$ cat config.mk
export PLATFORM = sky130hd
export DESIGN_NAME = hkfc_ram
export DESIGN_NICKNAME = d
export VERILOG_FILES = /design/src/hdl/hkfc_ram.sv
export SDC_FILE = /design/constraint.sdc
export NUM_CORES = 1
export LEC_CHECK = 0
export ABC_CLOCK_PERIOD_IN_PS = 3000
export BUFFER_PORTS_ARGS = -buffer_cell sky130_fd_sc_hd__buf_4
export CAP_MARGIN = 0
export CORE_UTILIZATION = 65
export CTS_CLUSTER_SIZE = 25
export DETAILED_ROUTE_END_ITERATION = 12
export PLACE_DENSITY = 0.84
export SETUP_SLACK_MARGIN = 0.4
export SLEW_MARGIN = 0
export SYNTH_ARGS = -nofsm -noshare
export SYNTH_HDL_FRONTEND = slang
export SYNTH_SLANG_ARGS = --single-unit
$ cat constraint.sdc
create_clock -name clk -period 3 [get_ports clk]
set_input_delay 0 -clock clk [delete_from_list [all_inputs] [get_ports clk]]
set_output_delay 0 -clock clk [all_outputs]
set_load 0.005 [all_outputs]
$ cat src/hdl/hkfc_ram.sv
`timescale 1ns / 1ps
`default_nettype none
module hkfc_ram #(
  parameter int WIDTH = 8,
  parameter int DEPTH = 16
) (
  input  wire logic                     clk,
  input  wire logic                     we,
  input  wire logic [$clog2(DEPTH)-1:0] waddr,
  input  wire logic [WIDTH-1:0]         wdata,
  input  wire logic [$clog2(DEPTH)-1:0] raddr,
  output logic      [WIDTH-1:0]         rdata
);

  logic [WIDTH-1:0] mem [DEPTH];

  always_ff @(posedge clk) begin
    if (we) begin
      mem[waddr] <= wdata;
    end
    rdata <= mem[raddr];
  end

endmodule
`default_nettype wire

Word-level counts from Yosys, hierarchy flattened. Memory sizes are Yosys's and may differ from the RTL's. A register that Yosys moved wholly into a read port is not among the register bits. Index checks and enable logic that the tools add are counted.

Register bits after elaboration: 0. Memory bits (writable): 128. Output and inout bits: 8. Memories: 1.

Mux-type cells: 2.

Memory list: mem (depth 16, bits a word 8, read ports 1, clocked after memory_dff 1, write ports 1, line 15) `logic [WIDTH-1:0] mem [DEPTH];`.

Operators by type and width (count): $mux W1 (2).

Longest topological paths before layout.
Depth in word-level cells: 2. Mapped depth: 5. Gate-level depth less buffers: 3.

Worst setup path before layout. OpenSTA, ideal clock, no wires.

Path type: input -> register. Start: input waddr[2]. End: memory mem[0][0] (enable). Setup time: 383 ps. Data arrival time: 1110 ps. Required time: 2617 ps. Slack: 1507 ps. Cell stages on the path: 2. Path buffers: 0. Cells stage by stage: or3b_2 -> nor3_1.

RTL lines: start: declaration (line 9) `input wire logic [$clog2(DEPTH)-1:0] waddr,`; end: declaration (line 15).

No word-level cell before the write port.

==> impl_metrics.ini <==
[floorplan]
coreArea_sq_um = 7687
fp.dieH_um = 90.99
start_util = 0.6696
dieArea_sq_um = 8279
num_rows = 32
io_pins = 26
fp.dieW_um = 90.99

[final_layout]
areaGrowthSynthToFinish_pct = 18.50
drive_gt1_frac = 0.2569
layout.nets = 293
multiInputGateArea_sq_um = 1057
design_area_sq_um = 6100
seq_area_sq_um = 4004
fill_cells = 394
antenna_cells = 0

[worst_setup_path]
crit_slowest_cell = mux4_1
r2r-start = mem[5][2]
worstSetupStartpoint = mem[5][2]
path_cells = mux4_1 > a22oi_1 > nand2_1
end_kind = flip-flop
max_stage_delay_ns = 0.57
crit_type = flip-flop to flip-flop
path_max_fanout = 1
cp-start-kind = flip-flop
required_ns = 3.40
arrival_ns = 1.83

[global_routing]
antenna_found_initial = 0
grt_pass1_vias = 2672
grt_max_degree = 33
gr-total-overflow = 0
grt_usage = 0.2823
grt_pass1_wl_um = 15680

[worst_hold_path]
min_path_type = input port to flip-flop
hold_start = waddr[0]

[timing]
finalMaxSlewViolations = 0
holdWs_ns = 0.005382
hold_violations = 0
post-route-period-util = 0.4740
fin_crit_ns = 1.422
setup_violations = 0
worstMarginPinSlew_ns = 1.238
skew_ns = 0.006782
grt_setup_unrepaired = no
finalSetupTns_ns = 0
fmax_mhz = 703.2
slew_headroom = 0.1681

[clock_network]
cts_tree = yes
cts_resized = 0
cts_sinks = 136
clkTransAtPathRegs_ns = 0.06
cts_setup_buffers = 0
root_buffer = clkbuf_8
clockBufferDepth = 2
cts_buffers = 17
h-tree-depth = 4
insertion_delay_ns = 0.52

[synth]
yosysTopAreaCellShare = 0.7467
synth_area_sq_um = 5147
synth_nets = 247
netlist_instances = 229
seq_area_frac_synth = 0.7778
ys_types = 19
yosysTopAreaCell = edfxtp_1
syn_avg_cell_area_sq_um = 22.48
ys_ff_latch = 136
synthTopCellsByArea = edfxtp_1 (75%), mux4_2 (7.9%), mux4_1 (7.1%)
yosysWarnings = 0

[run]
maxCapViolations = 0

[route]
drtIter0Drc = 309
firstDrtPassIters = 5
wl_per_cell_um = 26.41
drt-total-wl_um = 10300
viasPerCell = 6.582
vias = 2567
drc = 0
ant_nets = 0

[power]
peakVddDrop_mv = 0.5386
power_leakage_nw = 2.060
power_density_nw_per_um2 = 732.4

[placed_design]
place.port_buffers = 25
hpwl_um = 5828
place.gp.congestion = 0.7760
dpl-instance-area_sq_um = 5406

[run_status]
outcome = finished clean
-- final timing paths --
kind               endpoint  slack, ns  cells after the start
hold / removal    mem[4][1]      0.005                      2
setup reg to reg   rdata[2]       1.58                      3
setup / recovery   rdata[2]       1.58                      3
hold reg to reg    rdata[2]       0.66                      3
-- Yosys cell counts --
cell type,number
a22oi_1,16
and2_1,1
and2b_1,1
buf_2,3
buf_4,1
buf_6,3
clkdlybuf4s25_2,3
dfxtp_1,8
edfxtp_1,128
mux4_1,14
mux4_2,18
nand2_1,9
nand2b_1,2
nand3_1,1
nand3b_1,2
nor2_1,13
nor2b_1,1
nor3_1,4
or3b_2,1
-- state kept, by name (all words and copies together) (netlist names) --
name	count
mem	128
rdata	8
-- power by group --
| part | switching [mW] | total (mW) | internal, mW |
|---|---|---|---|
| combinational | 0.111 | 0.207 | 0.0958 |
| clock | 0.714 | 2.12 | 1.41 |
| sequential | 0.0135 | 2.14 | 2.13 |
| total | 0.838 | 4.47 | 3.63 |
-- final cells by class --
type	instances	area share
flip-flops and latches	136	0.6564
multi-input cells	83	0.1733
well taps	102	0.02092
clock inverters	9	0.02400
repair buffers	37	0.04882
clock buffers	23	0.07651
-- cells by family (layout without fill, tap and decap cells) --
family	Yosys count	after routing	synth area share
AND/OR/NAND/NOR	35	35	0.03184
AO/OA/AOI/OAI	16	16	0.02334
multiplexers	32	32	0.1502
buffers and inverters	10	69	0.01677
flip-flops	136	136	0.7778
-- routing by layer --
layer,share of wire,global-route usage
met3,0.083,0.06533
met4,0.035,0.1468
met1,0.39,0.3814
met2,0.49,0.4388
met5,0,0
-- cells in the final DEF (no fill, tap or decap), types with 4 or more instances in the layout --
cell type      count
mux4_2            18
edfxtp_1         128
clkbuf_8           4
nor3_1             4
bufinv_16          4
a22oi_1           16
nand2_1            9
dfxtp_1            8
nor2_1            13
mux4_1            14
buf_4             29
clkbuf_16         16
dlygate4sd3_1      8
-- stage by stage --
| stage | util | cells | worst slack (ns) | total power, mW |
|---|---|---|---|---|
| after floorplan | - | 229 | 1.507 | 2.282 |
| after global placement | 0.7033 | 350 | 1.309 | 2.362 |
| after detailed placement | 0.7033 | 350 | 1.246 | 2.373 |
| after CTS | 0.7935 | 390 | 1.598 | 4.484 |
| after global routing | 0.7935 | 390 | 1.531 | 4.568 |
| final | 0.7935 | 390 | 1.578 | 4.467 |
-- repair_timing --
item	4_1_cts	5_1_grt
setup endpoints to repair	0	0
hold buffers	8	0
hold endpoints to repair	128	0
-- worst max-delay path: cells and delay by family (launching register included) --
family / cells / cell delay (ns)
flip-flops: 1 / 0.38
AND/OR/NAND/NOR: 1 / 0.08
multiplexers: 1 / 0.57
AO/OA/AOI/OAI: 1 / 0.27
Power figures use the tool's default switching activity.
